### config.mk
export PLATFORM = sky130hd
export DESIGN_NAME = iscc_pos_enc
export DESIGN_NICKNAME = d
export VERILOG_FILES = /design/src/rtl/core/iscc_pos_enc.sv
export SDC_FILE = /design/constraint.sdc
export NUM_CORES = 1
export LEC_CHECK = 0
export BUFFER_PORTS_ARGS = -buffer_cell sky130_fd_sc_hd__clkbuf_2
export CORE_ASPECT_RATIO = 0.8
export CORE_MARGIN = 8
export CORE_UTILIZATION = 35
export DETAILED_ROUTE_END_ITERATION = 12
export PLACE_DENSITY = 0.78
export SLEW_MARGIN = 20
export SYNTH_ARGS = -nofsm -noshare
export SYNTH_HDL_FRONTEND = slang
export SYNTH_SLANG_ARGS = --single-unit
### constraint.sdc
create_clock -name vclk -period 1.07
set_input_delay 0.107 -clock vclk [all_inputs]
set_output_delay 0.107 -clock vclk [all_outputs]
set_load 0.05 [all_outputs]
### src/rtl/core/iscc_pos_enc.sv
`timescale 1ns / 1ps
`default_nettype none
// ----------------------------------------------------------------------------
// iscc_pos_enc
// Converts the chain's not-greater thermometer into the insert position.
// ----------------------------------------------------------------------------
module iscc_pos_enc #(
  parameter int unsigned DEPTH = 64,
  parameter int unsigned CW    = $clog2(DEPTH + 1)
) (
  input  wire logic [DEPTH-1:0] le_i,
  output logic      [CW-1:0]    pos_o
);

  logic [DEPTH-1:0] edge_hot;

  // le_i is a prefix of ones; its edge marks how many entries stay put
  always_comb begin
    for (int i = 0; i < DEPTH; i++) begin
      if (i == DEPTH - 1) begin
        edge_hot[i] = le_i[i];
      end else begin
        edge_hot[i] = le_i[i] && !le_i[i+1];
      end
    end
  end

  always_comb begin
    pos_o = '0;
    for (int i = 0; i < DEPTH; i++) begin
      pos_o = pos_o | ({CW{edge_hot[i]}} & CW'(i + 1));
    end
  end

endmodule
`default_nettype wire

==> Yosys cells after proc, flatten, opt, wreduce, memory -nomap -nowiden <==
Index checks and enable logic that the tools add are counted.
{ "op_classes": {"addsub": 0, "mul": 0, "div_mod_pow": 0, "order_cmp": 0, "n_eq_ne": 0, "shifts": 0, "n_mux": 0, "bitwise_logic": 63, "n_reduce_logical": 126} }
{ "op_table": {"columns": ["cell", "n"], "rows": [
  ["7-bit by 6-bit bitwise OR with 7-bit output", 32],
  ["5-bit bitwise OR", 15],
  ["1-bit logical AND", 63],
  ["1-bit logical NOT", 63],
  ["4-bit bitwise OR", 7],
  ["3-bit bitwise OR", 3],
  ["7-bit bitwise OR", 1],
  ["4-bit by 5-bit bitwise OR with 5-bit output", 1],
  ["3-bit by 4-bit bitwise OR with 4-bit output", 1],
  ["2-bit by 3-bit bitwise OR with 3-bit output", 1],
  ["1-bit by 2-bit bitwise OR with 2-bit output", 1],
  ["2-bit bitwise OR", 1]
]} }
{ "word_totals": {"regBits": 0, "latchBits": 0, "ramBits": 0, "mem_bits_ro": 0, "in_bits": 64, "out_inout_bits": 7, "wordCells": 189, "n_memories": 0} }

==> Longest topological paths before layout <==
Gate-level depths: netlist of run 1.
{ "depth": {"word_depth": 65, "depth_mapped": 4, "mapped_depth_nobuf": 4} }

==> Worst setup path before layout of run 1 <==
Ideal clock, no wire load.
{ "synth_path": {"path_kind": "in2out", "startpoint": "input port le_i[63]", "endpoint": "output port pos_o[0]", "t_arrival_ns": 1.115, "t_required_ns": 0.963, "slack_ns": -0.152, "stages": 4, "n_path_buf": 0, "cell_sequence": "nand2b_1 o2111ai_1 nor3_1 nand4_1"} }
{ "synth_between": {"elab_chain_cells": 4} }
{ "synth_rtl": {"columns": ["item", "line", "source"], "rows": [
  ["from (decl)", "11", "input wire logic [DEPTH-1:0] le_i,"],
  ["1-bit logical NOT", "23", "edge_hot[i] = le_i[i] && !le_i[i+1];"],
  ["1-bit logical AND", "23", null],
  ["7-bit by 6-bit bitwise OR with 7-bit output", "31", "pos_o = pos_o | ({CW{edge_hot[i]}} & CW'(i + 1));"],
  ["7-bit bitwise OR", "31", null],
  ["to (decl)", "12", "output logic [CW-1:0] pos_o"]
]} }
Every way passes these cells.

==> Worst setup path after layout of run 1 <==
{ "layout_path": {"startpoint": "input port le_i[56]", "endpoint": "output port pos_o[3]"} }
{ "layout_between": {"elab_chain_cells": 11, "word_cells_on_any_way": 12, "classes_between": "9 x bitwise; 3 x reduce/logical"} }
{ "layout_rtl": {"columns": ["item", "line"], "rows": [
  ["1-bit logical NOT", "23"],
  ["1-bit logical AND", "23"],
  ["7-bit by 6-bit bitwise OR with 7-bit output", "31"],
  ["7-bit by 6-bit bitwise OR with 7-bit output * (7 in a row)", "31"],
  ["7-bit bitwise OR *", "31"]
]} }
Every way passes the cells marked *; elsewhere a longest branch is shown, timed or not.

==> results.tsv, run 1 <==
metric	value	unit
syn2layout_area_growth	146	%
layout.nets	270	
die-area	3800	sq um
worstSetupEndpoint	pos_o[3]	
firstDrtPassIters	5	
crit_arrival	1.27	ns
regArea	0	sq um
critPathMaxStageDelay	0.36	ns
place.gp.congestion	0.909	
hold_path.class	primary input to output pin	
hold_depth	2	
grt_max_degree	4	
vias_per_cell	6.33	
post-dp-hpwl	3400	um
antenna_found_initial	0	
hold_violations	0	
m1WireLength	1960	um
die_h	56.7	um
p_leak	0.890	nW
status	finished with violations	
grt_usage	0.208	
path_class	primary input to output pin	
wirelength	5340	um
met3_length	569	um
grt_pass1_vias	1474	
drive_above_1_share	0.676	
io_buffers	71	
drv_cap	0	
crit_slowest_cell	nor4_2	
initial_utilization	0.377	
powerDensity	403	nW/um^2
clkbuf_count	0	
std_cell_rows	14	
final-max-slew-violation-count	0	
tns	-1.07	ns
postLayoutCoreUtil	0.925	
drt_iter0_markers	154	
grt-ovfl-total	0	
routed-wl-met2	2460	um
setup_viol	6	
drc	0	
die_x	66.9	um
min_period_over_period	1.28	
synth_area_leader_cell	nand2b_1	
synthCells	116	
ioPinCount	71	
cp_max_fo	2	
fin_ws	-0.304	ns
tightest_slew	0.287	ns
synthTopCellsByArea	nand2b_1, o2111ai_1, inv_1	
worstSetupStartpointType	primary input	
yosysMostFrequentCell	nand2b_1	
hold_slack	0.552	ns
synth_top_cell_area_share	0.319	
peakVddDrop	0.374	mV
synth_nets	180	
grt_setup_unrepaired	yes	
diodes	0	
yosysUniqueCellTypes	20	
fillers	73	
max_slew_margin	0.807	
drtAntennaViolNets	0	
cp_cell_sequence	clkbuf_2 -> nand2b_4 -> nand4_1 -> nor4_2 -> nand3_1 -> buf_8	
core	1930	sq um
postCtsHoldBufs	0	
ys_seq_area_frac	0	
fmax	0.728	GHz
startpoint	le_i[56]	
min_period	1.37	ns
p_total	719	uW
numSequentialCells	0	
end_kind	output pin	
grt_pass1_wl	6610	um
yosys-top-cells-count	nand2b_1, inv_1, o2111ai_1	
vias	1444	
violations	setup timing	
wire_per_inst	23.4	um
syn-cell-area	726	sq um
cp.required	0.96	ns
yosys_warnings	0	
synth.avg_cell_area	6.26	sq um
dr.max_layer_used	met4	
-- per-layer routing --
metal  vias up  global-route usage
met5         -                   0
li1        609                   -
met4         0              0.0565
met2       138               0.373
met1       657               0.244
met3        40              0.0277
-- power by group --
group          leakage (nW)  internal, mW  switching [mW]
registers                 0             0               0
clock network             0             0               0
logic                 0.890         0.360           0.359
-- layout by cell type (no fill, tap or decap), drive strengths merged --
cell type / instances
a221oi: 1
and4: 1
buf: 41
clkbuf: 48
inv: 22
nand2: 2
nand2b: 39
nand3: 2
nand4: 10
nor2: 2
nor3: 6
nor4: 5
o2111ai: 15
o21ai: 7
o22ai: 2
or2b: 1
-- per-stage QoR --
step           instance area [sq um]  instances  worst slack, ns
2_1_floorplan                    793        116          -0.0968
3_3_place_gp                    1280        224           -0.251
3_5_place_dp                    1280        224           -0.248
4_1_cts                         1500        225           -0.160
5_1_grt                         1780        228           -0.381
6_report                        1780        228           -0.304
-- area by class of cell --
class,count,area [sq um],area share
well taps,24,30.0,0.0168
inverters,22,82.6,0.0463
repair buffers,89,666,0.373
multi-input cells,93,1000,0.564
-- cells by family after synthesis --
group,after synthesis,share of synthesized area
simple gates,68,0.593
compound gates,25,0.283
buf+inv,23,0.124
-- timing repair --
| item | 4_1_cts | 5_1_grt |
|---|---|---|
| pin swaps | 12 | 24 |
| gates resized for setup | 36 | 70 |
| endpoints found under the setup margin | 6 | 6 |
| setup buffers | 1 | 3 |
-- how the worst min path moves through the flow --
| stage | slack, ns | to | start |
|---|---|---|---|
| CTS | 0.53 | pos_o[6] | le_i[63] |
| global placement | 0.53 | pos_o[6] | le_i[63] |
| global route | 0.56 | pos_o[6] | le_i[63] |
| finish | 0.55 | pos_o[6] | le_i[63] |
| floorplan | 0.38 | pos_o[6] | le_i[63] |
| detailed placement | 0.53 | pos_o[6] | le_i[63] |
-- critical path, delay by kind of cell --
| kind | cells | cell delay [ns] |
|---|---|---|
| buffers and inverters | 2 | 0.31 |
| and+or+nand+nor | 4 | 0.84 |
(Power assumes the default switching activity.)
==> run 2, diff against run 1 <==
--- a/config.mk
+++ b/config.mk
@@ -5,7 +5,7 @@
 export SDC_FILE = /design/constraint.sdc
 export NUM_CORES = 1
 export LEC_CHECK = 0
-export BUFFER_PORTS_ARGS = -buffer_cell sky130_fd_sc_hd__clkbuf_2
+export BUFFER_PORTS_ARGS = -buffer_cell sky130_fd_sc_hd__buf_2
 export CORE_ASPECT_RATIO = 0.8
 export CORE_MARGIN = 8
 export CORE_UTILIZATION = 35
==> run 2 against run 1 <==
Final area shrank 7.2%. Via count shrank 7.4%. Count of clock-buffer cells in the layout unchanged. First-iteration DRC count fell by 76%. Non-clock buffer count down 7. Critical endpoint is now pos_o[2]. Critical path depth is the same. Highest routed layer unchanged. The flow still finishes with violations (setup timing). Sequential cell count unchanged. Core utilization down 6.6 points. Combinational power decreased by 11%. Fmax rose by 4.2%.
==> results.tsv, run 2 (same netlist as run 1, synthesis figures left out) <==
metric	value	unit	change
grt_usage	0.203		-0.00471
worstSetupStartpointType	primary input		
initial_utilization	0.377		unchanged
violations	setup timing		
final-max-slew-violation-count	0		unchanged
postCtsHoldBufs	0		unchanged
regArea	0	sq um	unchanged
postLayoutCoreUtil	0.859		-0.0662
hold_violations	0		unchanged
place.gp.congestion	0.892		-1.8%
critPathMaxStageDelay	0.30	ns	-0.06 ns
final_cell_mix	buf_2, buf_6, nand2b_4, inv_1, nand2b_1		
grt_max_degree	4		unchanged
fillers	109		+49%
crit_arrival	1.21	ns	-0.06 ns
fmax	0.759	GHz	+4.2%
final_cells	221		-3.1%
layout.nets	263		-2.6%
p_total	642	uW	-11%
die_x	66.9	um	unchanged
vias	1337		-7.4%
syn2layout_area_growth	128	%	
wire_per_inst	20.5	um	-12%
drt_iter0_markers	37		-76%
p_leak	0.820	nW	-7.8%
fin_ws	-0.248	ns	+0.0555 ns
drive_above_1_share	0.640		-0.0369
tightest_slew	0.366	ns	+0.0790 ns
place_ws	-0.195	ns	+0.0534 ns
powerDensity	388	nW/um^2	-3.7%
hold_slack	0.508	ns	-0.0434 ns
vias_per_cell	6.05		-4.5%
setup_viol	6		unchanged
grt_setup_unrepaired	yes		
drc	0		unchanged
hold_path.class	primary input to output pin		
post-dp-hpwl	3140	um	-7.6%
tns	-0.865	ns	+0.203 ns
peakVddDrop	0.332	mV	-11%
firstDrtPassIters	4		-1
die-area	3800	sq um	unchanged
layout_commonest_cell	buf_2		
drtAntennaViolNets	0		unchanged
wirelength	4530	um	-15%
min_period	1.32	ns	-0.0555 ns
diodes	0		unchanged
path_class	primary input to output pin		
hold_depth	2		unchanged
clkbuf_count	0		unchanged
grt-ovfl-total	0		unchanged
end_kind	output pin		
ioPinCount	71		unchanged
cp_max_fo	2		unchanged
cp_cell_sequence	buf_2 -> nand2b_1 -> o2111ai_1 -> nor4_1 -> nand2_1 -> buf_6		
place_inst	221		-1.3%
drv_cap	0		unchanged
cts_setup_buffers	0		-1
core	1930	sq um	unchanged
io_buffers	71		unchanged
stdcell_area	1660	sq um	-7.2%
status	finished with violations		
cp.required	0.96	ns	about the same
grt_pass1_vias	1411		-4.3%
post_dp_cell_area	1250	sq um	-1.8%
max_slew_margin	0.755		-0.0527
min_period_over_period	1.23		-0.0518
die_h	56.7	um	unchanged
crit_slowest_cell	nor4_1		
std_cell_rows	14		unchanged
grt_pass1_wl	6330	um	-4.3%
antenna_found_initial	0		unchanged
numSequentialCells	0		unchanged
-- run 2: changes by cell type in the layout (fill, tap and decap cells not counted), moves of 2 or more --
cell,delta
clkbuf_2,-48
buf_8,-8
buf_6,+12
o2111ai_4,-2
buf_2,+47
o2111ai_1,+2
o21ai_0,+2
buf_4,-10
-- run 2: layout make-up --
cell class         instances  area, sq um  area share
multi-input cells         93          942       0.569
repair buffers            82          601       0.363
inverters                 22         82.6      0.0499
well taps                 24         30.0      0.0181
-- run 2: worst paths after layout --
kind	from	end
worst min-delay path	le_i[63]	pos_o[6]
worst max-delay path	le_i[54]	pos_o[2]
-- run 2: layer usage --
layer,wire length [um],vias up,share of wire,GRT usage
met5,0,-,0,0
met4,192,0,0.042,0.0387
met3,523,22,0.12,0.0356
met2,2190,101,0.48,0.381
met1,1630,618,0.36,0.227
li1,-,596,-,-
-- run 2: repair_timing --
item / in CTS / in global routing
hold endpoints to repair: 0 / 0
resized for setup: 53 / 27
pin swaps: 12 / 14
endpoints found under the setup margin: 6 / 6
-- run 2: report_power, final --
group | leakage, nW | internal (mW) | switching [mW]
clock network | 0 | 0 | 0
logic | 0.820 | 0.332 | 0.310
registers | 0 | 0 | 0
-- run 2: worst max-delay path, delay by kind of cell --
kind	cells	cell delay [ns]
compound gates	1	0.20
buf+inv	2	0.30
simple gates	3	0.60
==> run 3, diff against run 2 <==
--- a/config.mk
+++ b/config.mk
@@ -6,11 +6,13 @@
 export NUM_CORES = 1
 export LEC_CHECK = 0
 export BUFFER_PORTS_ARGS = -buffer_cell sky130_fd_sc_hd__buf_2
+export CELL_PAD_IN_SITES_DETAIL_PLACEMENT = 0
+export CELL_PAD_IN_SITES_GLOBAL_PLACEMENT = 1
 export CORE_ASPECT_RATIO = 0.8
 export CORE_MARGIN = 8
-export CORE_UTILIZATION = 35
+export CORE_UTILIZATION = 23
 export DETAILED_ROUTE_END_ITERATION = 12
-export PLACE_DENSITY = 0.78
+export PLACE_DENSITY_LB_ADDON = 0.1
 export SLEW_MARGIN = 20
 export SYNTH_ARGS = -nofsm -noshare
 export SYNTH_HDL_FRONTEND = slang
==> run 3 against run 2 <==
The flow still finishes with violations (setup timing). Setup slack better by 0.11 ns. Sequential cell count is the same. Combinational power rose by 3.3%. Power is 3.2% higher. Worst hold slack lost 0.0042 ns. Critical path depth is the same. Via count is 11% lower. Fmax increased by 8.8%. First-iteration DRC count up 8.1%. Count of clock-buffer cells in the layout unchanged. Critical path type unchanged.
==> results.tsv, run 3 (same netlist as run 1, synthesis figures left out) <==
metric	value	unit	change
status	finished with violations		
violations	setup timing		
hold_depth	2		unchanged
grt_pass1_wl	5870	um	-7.2%
clkbuf_count	0		unchanged
final_cell_mix	buf_2, nand2b_4, buf_6, inv_1, nand2b_1		
drc	0		unchanged
multi_input_area	988	sq um	+4.9%
layout_commonest_cell	buf_2		
fin_ws	-0.141	ns	+0.107 ns
vias_per_cell	4.91		-19%
ioPinCount	71		unchanged
postCtsHoldBufs	0		unchanged
final_cells	242		+9.5%
antenna_found_initial	0		unchanged
initial_utilization	0.239		-0.138
post_dp_cell_area	1300	sq um	+4.0%
die-area	5220	sq um	+38%
p_sw	308	uW	-0.53%
seqPwrFrac	0		unchanged
max_slew_margin	0.754		about the same
hold_path.class	primary input to output pin		
setup_viol	6		unchanged
io_buffers	71		unchanged
grt_setup_unrepaired	yes		
drtAntennaViolNets	0		unchanged
drt_iter0_markers	40		+8.1%
post-dp-hpwl	3290	um	+4.7%
place.gp.congestion	0.819		-8.2%
wirelength	4030	um	-11%
cp_max_fo	2		unchanged
grt_usage	0.135		-0.0674
grt_max_degree	4		unchanged
place_inst	241		+9.0%
worstSetupStartpointType	primary input		
combPwrFrac	1.000		about the same
regArea	0	sq um	unchanged
wire_per_inst	16.6	um	-19%
path_class	primary input to output pin		
fillers	301		+180%
powerDensity	377	nW/um^2	-2.8%
crit_arrival	1.10	ns	-0.11 ns
vias	1189		-11%
final-max-slew-violation-count	0		unchanged
fmax	0.826	GHz	+8.8%
stdcell_area	1760	sq um	+6.2%
core	3040	sq um	+58%
drive_above_1_share	0.683		+0.0436
grt_pass1_vias	1275		-9.6%
peakVddDrop	0.175	mV	-47%
min_period	1.21	ns	-0.107 ns
swShare	0.465		-0.0175
drv_cap	0		unchanged
tightest_slew	0.365	ns	-0.000996 ns
p_int	354	uW	+6.7%
end_kind	output pin		
p_leak	0.855	nW	+4.2%
die_x	78.8	um	+18%
grt-ovfl-total	0		unchanged
numSequentialCells	0		unchanged
die_h	66.2	um	+17%
diodes	0		unchanged
min_period_over_period	1.13		-0.100
clock_power_share	0		unchanged
cp.required	0.96	ns	about the same
hold_violations	0		unchanged
std_cell_rows	18		+4
firstDrtPassIters	4		unchanged
syn2layout_area_growth	142	%	
layout.nets	268		+1.9%
[run 3: timing repair]
item | CTS | global route
cloned | 0 | 0
resized for setup | 68 | 23
hold endpoints to repair | 0 | 0
endpoints found under the setup margin | 6 | 6
pin swaps | 19 | 18
buffers inserted | 1 | 0
[run 3: cell type report]
cell class,instances,area share
inverters,22,0.0470
multi-input cells,93,0.562
well taps,40,0.0285
repair buffers,87,0.362
[run 3: worst max-delay path: stages]
cell and delay, ns:
buf_4 0.10, nand2b_4 0.14, o2111ai_2 0.12, nor4_2 0.25, nand4_1 0.18, buf_6 0.20
[run 3: per-stage QoR]
stage               power [mW]  hold WS, ns  setup TNS [ns]  worst slack [ns]  utilization
finish                   0.663        0.504          -0.656            -0.141        0.578
global route             0.710        0.511           -1.01            -0.240        0.578
CTS                      0.603        0.505          -0.597            -0.148        0.543
detailed placement       0.457        0.521           -1.18            -0.224        0.429
global placement         0.455        0.520           -1.09            -0.207        0.429
floorplan                0.216        0.381          -0.470           -0.0968            -
[run 3: power groups by stage]
stage / logic, mW / registers, mW / clock network [mW]
after floorplan: 0.216 / 0 / 0
after global placement: 0.455 / 0 / 0
after detailed placement: 0.457 / 0 / 0
after CTS: 0.603 / 0 / 0
after global routing: 0.710 / 0 / 0
final: 0.663 / 0 / 0
[run 3: per-layer routing]
metal  vias up  share of wire  global-route usage
li1        603              -                   -
met1       545           0.44               0.172
met2        41           0.48               0.239
met3         0          0.071              0.0299
met4         0              0             0.00461
met5         -              0                   0
[run 3: path summary, 6_finish.rpt]
kind | start | to | slack [ns]
worst max-delay path | le_i[57] | pos_o[5] | -0.14
worst min-delay path | le_i[63] | pos_o[6] | 0.50
