==> src/rtl/core/iscc_pkg.sv <==
`timescale 1ns / 1ps
`default_nettype none
// ----------------------------------------------------------------------------
// iscc_pkg
// Shared types and constants of the insertion sorter with compare count.
// ----------------------------------------------------------------------------
package iscc_pkg;

  localparam int unsigned DATA_W = 32;
  localparam int unsigned CMP_W  = 12;
  localparam logic [CMP_W-1:0] CMP_MAX = {CMP_W{1'b1}};

  // Per-cycle command broadcast to every cell of the chain.
  typedef struct packed {
    logic insert;  // place the new value at its sorted slot
    logic shift;   // move every entry one cell toward the output
  } iscc_ctrl_t;

  typedef enum logic [1:0] {
    ST_FILL  = 2'b01,
    ST_DRAIN = 2'b10
  } iscc_state_e;

endpackage
`default_nettype wire

==> src/rtl/core/iscc_cell.sv <==
`timescale 1ns / 1ps
`default_nettype none
// ----------------------------------------------------------------------------
// iscc_cell
// One slot of the sorted chain: compares, takes its left neighbor's value on
// insert, takes its right neighbor's value on drain.
// ----------------------------------------------------------------------------
module iscc_cell (
  input  wire logic                        clk_i,
  input  wire iscc_pkg::iscc_ctrl_t        ctrl_i,
  input  wire logic [iscc_pkg::DATA_W-1:0] new_val_i,
  input  wire logic                        occ_i,
  input  wire logic                        prev_occ_i,
  input  wire logic                        prev_gt_i,
  input  wire logic [iscc_pkg::DATA_W-1:0] prev_val_i,
  input  wire logic [iscc_pkg::DATA_W-1:0] next_val_i,
  output logic      [iscc_pkg::DATA_W-1:0] val_o,
  output logic                             gt_o
);
  import iscc_pkg::*;

  logic [DATA_W-1:0] val_q, val_d;
  logic              take_new;

  // strict compare: equal values stay ahead of the newcomer
  assign gt_o = occ_i && ($signed(val_q) > $signed(new_val_i));

  // this cell changes on insert if it moves up or is the first free slot
  assign take_new = gt_o || (!occ_i && prev_occ_i);

  always_comb begin
    val_d = val_q;
    if (ctrl_i.shift) begin
      val_d = next_val_i;
    end else if (ctrl_i.insert && take_new) begin
      val_d = prev_gt_i ? prev_val_i : new_val_i;
    end
  end

  always_ff @(posedge clk_i) begin
    val_q <= val_d;
  end

  assign val_o = val_q;

endmodule
`default_nettype wire

==> config.mk <==
export PLATFORM = sky130hd
export DESIGN_NAME = iscc_cell
export DESIGN_NICKNAME = d
export VERILOG_FILES = /design/src/rtl/core/iscc_pkg.sv /design/src/rtl/core/iscc_cell.sv
export SDC_FILE = /design/constraint.sdc
export NUM_CORES = 1
export LEC_CHECK = 0
export BUFFER_PORTS_ARGS = -buffer_cell sky130_fd_sc_hd__buf_2
export CAP_MARGIN = 20
export CORE_MARGIN = 2
export CORE_UTILIZATION = 49
export CTS_CLUSTER_DIAMETER = 200
export DETAILED_ROUTE_END_ITERATION = 6
export PLACE_DENSITY_LB_ADDON = 0.08
export SYNTH_ARGS = -nofsm -noshare
export SYNTH_HDL_FRONTEND = slang
export SYNTH_SLANG_ARGS = --single-unit
==> constraint.sdc <==
create_clock -name clk_i -period 8.8 [get_ports clk_i]
set_input_delay 1.32 -clock clk_i [delete_from_list [all_inputs] [get_ports clk_i]]
set_output_delay 1.32 -clock clk_i [all_outputs]
set_load 0.1 [all_outputs]
## After elaboration in Yosys (flattened, before gate mapping)

Cells that the tools add are included.

- Logic and storage cells: 11
- Bits in registers: 32
- Input port bits: 102
- Output and inout bits: 33

- Multiplexer cells: 3
- Reductions and logical operators: 6
- $lt $le $gt $ge: 1

Operator list:

| kind | number |
|---|---|
| 32-bit two-way mux | 3 |
| 32-bit greater-than comparator | 1 |
| 1-bit logical AND | 3 |
| 2-bit nonzero test | 1 |
| 1-bit zero test | 1 |
| 1-bit logical OR | 1 |

## Depth between registers and ports, before layout

Gate-level depths: netlist of run 1.

- Word-level depth: 6
- Gate-level depth with buffers: 9
- Mapped depth without buffers: 9

## Worst setup path before layout of run 1

No wires, ideal clock.

- Path type: input port to output port
- From: input new_val_i[10] in the netlist's numbering
- To: output gt_o
- Path buffers: 0
- Data required time: 7.480 ns
- Stages on the path: 9
- Arrival: 3.957 ns
- Setup slack: 3.523 ns
- Cells stage by stage: inv_1 -> ha_1 -> a21oi_2 -> nand2_1 -> a221o_1 -> a221o_1 -> a21oi_2 -> xnor2_1 -> nor2_1

- Longest elaborated chain between the ends: 2

Ends and longest elaborated chain:

| item | line | source |
|---|---|---|
| start: declaration | iscc_cell.sv:11 | `input wire logic [iscc_pkg::DATA_W-1:0] new_val_i,` |
| 32-bit greater-than comparator | iscc_cell.sv:26 | `assign gt_o = occ_i && ($signed(val_q) > $signed(new_val_i));` |
| 1-bit logical AND | iscc_cell.sv:26 |  |
| end: declaration | iscc_cell.sv:18 | `output logic gt_o` |

Every way passes these cells.

## Final worst setup path of run 1

Same ends and word-level chain as after synthesis.

==> results.cfg, run 1 <==
[power]
p_per_area_nw_per_um2 = 172.5
power_frac_comb_pct = 46.0
p_total_mw = 0.5618
p_seq_share_pct = 35.6
leakage_nw = 1.750
internal_power_mw = 0.3066
switchingPower_mw = 0.2552
ir_drop_mv = 0.09920
clock_power_share_pct = 18.4
p_sw_share_pct = 45.42

[outcome]
status = complete, no violations

[synth]
synth_area_leader_cell = edfxtp_1
syn-mean-instance-area_um2 = 9.325
synth_seq_cells = 32
syn-num-nets = 397
synth.area.top_cells = edfxtp_1 39%, ha_1 16%, mux2i_1 13%
yosys_warnings = 0
ys_types = 23
synth_area_um2 = 2452
ys_seq_area_share_pct = 39.18
netlist_instances = 263
synth_top_area_share_pct = 39.18

[sta]
fmax_mhz = 209.9
skew_ps = 5.372
drv_slew = 0
finalCritPeriodShare_pct = 54.15
rsz0062_at_grt = no
finalSetupTns_ps = 0
relSlewSlack_pct = 29.82
finalHoldViolations = 0
setup_violations = 0
fin_crit_ps = 4765
worst_pin_slew_ps = 1049

[final_layout]
layout.cells.most_common = buf_2
antenna_cells = 0
fill_cells = 417
final_layout_size_suffix_gt1_share_pct = 36.80
area_growth_pct = 32.81
final_cell_mix = 134 x buf_2, 44 x nand2_1, 36 x inv_1
utilization_pct = 68.05
largest_reg_flops = 32
fin_nets = 528

[cts]
cts_repair_resize_count = 0
cts-root-buf = clkbuf_8
ctsLongestPathBuffers = 2
clock_sinks = 32
insertion_delay_ps = 280
htree_levels = 2
cts_tree = built
post_cts_buffers = 0
cts_made_buffers = 5
hold_buffers = 0
clkTransAtPathRegs_ps = 70

[routing]
post_drt_wl_per_cell_um = 12.59
ant_nets = 0
wl_um = 5806
dr.pass1.iters = 4
via_count = 2296
via_per_inst = 4.980
drt_drc_violations_left = 0
drt_iter0_markers = 59

[global_route]
grt_pass1_wl_um = 9073
first_global_vias = 2161
antenna_found_initial = 0
track_usage_pct = 21.30
overflow = 0
grt_max_degree = 66

[worst_setup_path]
arrival_ps = 3440
worstPathMaxFanout = 3
path_class = in2out
worstPathRequired_ps = 7480
reg2reg_from = val_o[10]
end_kind = output port
crit_path_start = new_val_i[10]
startpoint_type = input port
reg2reg_depth = 8
reg2reg_setup_slack_ps = 5720
worstReg2RegEnd = val_o[22]

[place]
port-buffer-count = 134
gp_congestion = 0.7851
hpwl_um = 4649

[die]
core-area_um2 = 4786
die_w_um = 74.75
row_count = 25
start_util_pct = 51.24
die_y_um = 74.75
ios = 135
dieArea_um2 = 5587

[hold_path]
hp-start = next_val_i[25]
holdPathEnd = val_o[25]
worstHoldPathType = in2reg
hold_depth = 3

[job]
max-cap-violations = 0
[synth_stat cells]
library cell  count
a21oi_1          11
nand2_1          44
nor3_1            1
clkbuf_1          8
mux2i_1          32
o21ai_1           2
buf_2             3
inv_1            36
nand4_1           6
a221oi_1          1
nor2_1            4
nand3_1           5
a21oi_2           2
edfxtp_1         32
xnor2_1           1
o211ai_2          1
nor4_1            2
a21o_2            1
o21ai_0          35
ha_1             32
a221o_1           2
a211oi_1          1
a31oi_1           1
[worst max path at each step]
stage,end,slack (ps),cells after the start
finish,gt_o,4040,11
global route,gt_o,3910,11
CTS,gt_o,4020,11
detailed placement,gt_o,4030,11
global placement,gt_o,4060,11
floorplan,gt_o,3520,9
[logic make-up (layout without fill, tap and decap cells)]
group	count (synthesis)	in the layout	share of synthesized area [%]
xor gates and xnor gates	1	1	0.3572
buffers and inverters	47	178	7.347
adders and majority gates	32	32	16.33
AOI/OAI and AO/OA	57	57	13.11
muxes	32	32	13.06
and+or+nand+nor	62	62	10.61
DFF	32	32	39.18
[area by class of cell]
type	instances	area [µm²]	area share (%)
clock buffers	5	68.82	2.113
clock inverters	2	7.507	0.2305
inverters	36	135.1	4.149
multi-input cells	184	1323	40.61
flip-flops and latches	32	960.9	29.50
well taps	67	83.83	2.574
repair buffers	135	678.2	20.82
[worst max-delay path, stage by stage]
cell	delay (ps)
buf_2	90
inv_1	40
ha_1	320
a21oi_2	140
nand2_1	70
a221o_1	330
a221o_1	300
a21oi_2	150
xnor2_1	130
nor2_1	120
buf_2	430
[metal layers]
layer,GRT usage (%),wire [µm]
met4,4.762,49
met2,39.92,3066
met1,24.04,2336
met5,0,0
met3,5.890,353
[stage by stage]
stage / setup slack (ps) / cell area, µm² / hold WS, ps / instances
global placement: 4059 / 3181 / 1324 / 454
detailed placement: 4026 / 3181 / 1335 / 454
global route: 3908 / 3257 / 1316 / 461
floorplan: 3523 / 2452 / 1507 / 263
finish: 4035 / 3257 / 1317 / 461
CTS: 4024 / 3257 / 1313 / 461
[power groups by stage]
stage | Combinational (mW) | Clock, mW | Sequential [mW]
2_1_floorplan | 0.0769 | 0 | 0.326
3_3_place_gp | 0.257 | 0 | 0.202
3_5_place_dp | 0.260 | 0 | 0.203
4_1_cts | 0.261 | 0.106 | 0.200
5_1_grt | 0.278 | 0.112 | 0.202
6_report | 0.258 | 0.103 | 0.200
Power figures use the tool's default switching activity.
==> run 2: changes to the inputs <==
--- a/config.mk
+++ b/config.mk
@@ -8,7 +8,7 @@
 export BUFFER_PORTS_ARGS = -buffer_cell sky130_fd_sc_hd__buf_2
 export CAP_MARGIN = 20
 export CORE_MARGIN = 2
-export CORE_UTILIZATION = 49
+export CORE_UTILIZATION = 41
 export CTS_CLUSTER_DIAMETER = 200
 export DETAILED_ROUTE_END_ITERATION = 6
 export PLACE_DENSITY_LB_ADDON = 0.08
==> constraint.sdc (replaced) <==
create_clock -name clk_i -period 3.9 [get_ports clk_i]
set_input_delay 0.585 -clock clk_i [delete_from_list [all_inputs] [get_ports clk_i]]
set_output_delay 0.585 -clock clk_i [all_outputs]
set_load 0.1 [all_outputs]
==> run 2 against run 1 <==
- register-to-register slack worse by 4700 ps
- via count down 2.9%
- non-clock buffer count up 1
- critical path depth unchanged
- clock power up 130%
- power up 130%
- sequential share of layout area down 0.29 points
- first-iteration DRC count up 17%
- die area up 18%
- combinational power up 130%
- sequential cell count unchanged
- worst hold slack worse by 740 ps
==> results.cfg, run 2 (synthesized netlist as in run 1, its figures left out) <==
[die]
row_count = 28
die_y_um = 81.34
ios = 135
core-area_um2 = 5851
dieArea_um2 = 6616
die_w_um = 81.34
start_util_pct = 41.92

[cts]
htree_levels = 2
cts-root-buf = clkbuf_8
cts_tree = built
cts_made_buffers = 5
clock_sinks = 32
clkTransAtPathRegs_ps = 70
hold_buffers = 0
insertion_delay_ps = 280
ctsLongestPathBuffers = 2
post_cts_buffers = 0
cts_repair_resize_count = 0

[worst_setup_path]
path_class = in2out
worstPathRequired_ps = 3310
arrival_ps = 2720
cp_slowest_cell = buf_2
end_kind = output port
reg2reg_setup_slack_ps = 1050
critPathTopFamily = compound AO/OA/AOI/OAI gates
cp_num_buf_inv = 3
worstPathMaxFanout = 2
startpoint_type = input port
max_stage_delay_ps = 440
path_cells = buf_2 > inv_1 > ha_1 > a21oi_1 > o21ai_0 > a221o_1 > a221o_1 > a21oi_2 > xnor2_1 > nor2_2 > buf_2

[outcome]
status = complete, no violations

[global_route]
grt_pass1_wl_um = 9246
antenna_found_initial = 0
first_global_vias = 2109
track_usage_pct = 18.39
grt_max_degree = 45
overflow = 0

[sta]
skew_ps = 10.24
fmax_mhz = 302.4
finalSetupTns_ps = 0
setup_violations = 0
fin_crit_ps = 3307
rsz0062_at_grt = no
finalHoldViolations = 0
drv_slew = 0
finalCritPeriodShare_pct = 84.78
worst_pin_slew_ps = 978.1
timing.hold.ws_ps = 572.6
relSlewSlack_pct = 34.79

[power]
p_per_area_nw_per_um2 = 388.3
ir_drop_mv = 0.1684
leakage_nw = 1.760

[final_layout]
final_cell_mix = 134 x buf_2, 44 x nand2_1, 36 x inv_1
utilization_pct = 56.22
fin_nets = 529
largest_reg_flops = 32
antenna_cells = 0
final_layout_size_suffix_gt1_share_pct = 37.22
layout.cells.non_filler = 470
layout.cells.most_common = buf_2
fill_cells = 548
area_growth_pct = 34.13

[routing]
via_per_inst = 4.745
post_drt_wl_per_cell_um = 12.72
via_count = 2230
wl_um = 5977
drt_drc_violations_left = 0
drt_iter0_markers = 69
ant_nets = 0
dr.pass1.iters = 4

[place]
hpwl_um = 4804
port-buffer-count = 134
dp_cells = 463
gp_congestion = 0.7203

[hold_path]
worstHoldPathType = in2reg

[job]
max-cap-violations = 0
run 2: path summary, 6_finish.rpt:
check	startpoint	end	cells past startpoint
max	new_val_i[5]	gt_o	11
min reg2reg	val_o[31]	val_o[31]	3
min	next_val_i[6]	val_o[6]	3
max reg2reg	val_o[5]	val_o[7]	9
run 2: final cells by class:
class	instances	area, µm²	share of cell area [%]
clock buffer	5	68.82	2.092
multi-input combinational	184	1325	40.28
timing repair buffer	136	698.2	21.22
sequential	32	960.9	29.21
tap	75	93.84	2.853
clock inverter	2	7.507	0.2282
inverter	36	135.1	4.108
run 2: per-layer routing:
metal  track usage [%]  part of all wire [%]  wire (µm)
met1             20.79                    42       2501
met2             33.03                    49       2926
met4             4.576                  0.99         59
met5                 0                     0          0
met3             6.222                   8.2        489
run 2: worst reg2reg max path, delay by kind of cell, from the launching register on:
family	cells	cell delay, ps
xor+xnor	1	130
buf+inv	1	240
compound gates	6	1440
flops	1	410
fa+ha+maj	1	320
run 2: per-stage QoR:
step	total power [mW]	instance area (µm²)	setup WS [ps]
2_1_floorplan	0.9112	2459	120.7
5_1_grt	1.353	3289	506.5
3_3_place_gp	1.046	3213	619.1
4_1_cts	1.297	3289	566.1
3_5_place_dp	1.054	3213	566.2
6_report	1.277	3289	593.5
run 2: power by group:
group / internal (mW) / total [mW] / switching [mW]
clock network: 0.118 / 0.237 / 0.119
logic: 0.147 / 0.591 / 0.444
registers: 0.430 / 0.449 / 0.0194
==> run 3: changes to the inputs <==
--- a/config.mk
+++ b/config.mk
@@ -8,7 +8,7 @@
 export BUFFER_PORTS_ARGS = -buffer_cell sky130_fd_sc_hd__buf_2
 export CAP_MARGIN = 20
 export CORE_MARGIN = 2
-export CORE_UTILIZATION = 41
+export CORE_UTILIZATION = 45
 export CTS_CLUSTER_DIAMETER = 200
 export DETAILED_ROUTE_END_ITERATION = 6
 export PLACE_DENSITY_LB_ADDON = 0.08
==> constraint.sdc (replaced) <==
create_clock -name clk_i -period 3.3 [get_ports clk_i]
set_input_delay 0.495 -clock clk_i [delete_from_list [all_inputs] [get_ports clk_i]]
set_output_delay 0.495 -clock clk_i [all_outputs]
set_load 0.1 [all_outputs]
==> run 3 against run 2 <==
- count of clock-buffer cells in the layout rose by 2
- final area is 0.99% higher
- first-iteration DRC count increased by 23%
- global-route usage is 1.9 points higher
- routed wire length fell by 0.99%
- cell count down 0.64%
- power increased by 20%
- register-to-register slack got worse by 400 ps
- combinational power up 21%
- setup slack got worse by 230 ps
- worst hold slack worse by 80 ps
- sequential power up 18%
- critical path type is now reg2out
- highest routed layer unchanged
==> results.cfg, run 3 (synthesized netlist as in run 1, its figures left out) <==
[outcome]
status = complete, no violations

[final_layout]
antenna_cells = 0
post-route-cell-area_um2 = 3322
final_layout_size_suffix_gt1_share_pct = 37.78
layout.cells.non_filler = 467
fin_nets = 530
utilization_pct = 64.22
final_cell_mix = 133 x buf_2, 44 x nand2_1, 36 x inv_1
largest_reg_flops = 32
area_growth_pct = 35.46
layout.cells.most_common = buf_2

[worst_setup_path]
cp_num_buf_inv = 1
critPathTopFamily = simple AND/OR/NAND/NOR gates
path_cells = ha_1 > nand4_1 > nor4_1 > a221o_1 > a21oi_2 > xnor2_2 > nor2_4 > buf_12
arrival_ps = 2440
cp_slowest_cell = nor4_1
worstPathMaxFanout = 3
worstPathRequired_ps = 2800
end_kind = output port
path_class = reg2out
max_stage_delay_ps = 440
startpoint_type = register

[die]
die_y_um = 77.82
core-area_um2 = 5172
start_util_pct = 47.41
ios = 135
dieArea_um2 = 6056
die_w_um = 77.82
row_count = 26

[cts]
cts-root-buf = clkbuf_8
cts_made_buffers = 5
htree_levels = 2
insertion_delay_ps = 270
post_cts_buffers = 0
clkTransAtPathRegs_ps = 70
clock_sinks = 32
cts_repair_resize_count = 0
hold_buffers = 0
cts_tree = built
ctsLongestPathBuffers = 2

[global_route]
grt_max_degree = 35
antenna_found_initial = 0
first_global_vias = 2319
overflow = 0
track_usage_pct = 20.33
grt_pass1_wl_um = 9818

[power]
internal_power_mw = 0.8415
clock_power_share_pct = 18.4
p_sw_share_pct = 45.00
switchingPower_mw = 0.6886
p_per_area_nw_per_um2 = 460.6
ir_drop_mv = 0.3311
leakage_nw = 1.771
p_seq_share_pct = 34.8
power_frac_comb_pct = 46.8

[sta]
drv_slew = 0
relSlewSlack_pct = 33.84
worst_pin_slew_ps = 992.4
finalCritPeriodShare_pct = 88.92
fmax_mhz = 340.8
finalHoldViolations = 0
setup_violations = 0
rsz0062_at_grt = no
worst_slack_ps = 365.6
skew_ps = 7.845
timing.hold.ws_ps = 493.1
fin_crit_ps = 2934

[place]
dp_cells = 459
dp_slack_ps = 415.6
hpwl_um = 4730
gp_congestion = 0.8087
port-buffer-count = 134
placedInstanceArea_um2 = 3242

[routing]
ant_nets = 0
post_drt_wl_per_cell_um = 12.67
drt_iter0_markers = 85
wl_um = 5918
via_per_inst = 4.929
via_count = 2302
drt_drc_violations_left = 0
dr.pass1.iters = 4

[hold_path]
worstHoldPathType = in2reg

[job]
max-cap-violations = 0
-- run 3: cell types whose count changed in the layout (fill, tap and decap cells not counted) --
cell | previous run | this run
buf_2 | 134 | 133
buf_4 | 1 | 3
clkbuf_1 | 0 | 2
clkinv_1 | 2 | 1
ha_1 | 32 | 31
ha_4 | 0 | 1
nor2_2 | 1 | 0
nor2_4 | 0 | 1
o21ai_0 | 35 | 34
o21ai_1 | 1 | 2
xnor2_1 | 1 | 0
xnor2_2 | 0 | 1
-- run 3: area by class of cell --
cell class | instances | area, µm²
inverter | 36 | 135.1
timing repair buffer | 137 | 708.2
fill | 470 | 1851
clock buffer | 7 | 76.32
tap | 70 | 87.58
sequential | 32 | 960.9
multi-input combinational | 184 | 1350
clock inverter | 1 | 3.754
-- run 3: layer usage --
| layer | part of all wire [%] | global-route usage (%) |
|---|---|---|
| met5 | 0 | 0 |
| met4 | 1.3 | 6.964 |
| met3 | 7.0 | 4.535 |
| met2 | 47 | 35.17 |
| met1 | 45 | 24.83 |
-- run 3: worst reg2reg max path: cells and delay by family (launching register included) --
family                     cells  cell delay, ps
AOI/OAI and AO/OA              6            1140
DFF                            1             390
adders and majority gates      1             330
buffers and inverters          1             320
xor gates and xnor gates       1             120
-- run 3: final timing paths --
check,end,cells past startpoint,startpoint,slack [ps]
worst max-delay path,gt_o,8,val_o[14],370
worst min register to register,val_o[20],4,val_o[31],1140
worst min-delay path,val_o[7],3,next_val_i[7],490
worst max register to register,val_o[31],9,val_o[5],650
-- run 3: through the flow --
step / total power, mW / setup TNS (ps)
finish: 1.530 / 0
CTS: 1.547 / 0
global placement: 1.251 / 0
detailed placement: 1.261 / 0
global route: 1.617 / 0
floorplan: 1.089 / -1362
-- run 3: power groups by stage --
stage / sequential [mW] / combinational, mW / clock (mW)
finish: 0.532 / 0.716 / 0.282
global route: 0.538 / 0.771 / 0.307
CTS: 0.532 / 0.722 / 0.292
detailed placement: 0.541 / 0.720 / 0
global placement: 0.539 / 0.712 / 0
floorplan: 0.869 / 0.220 / 0
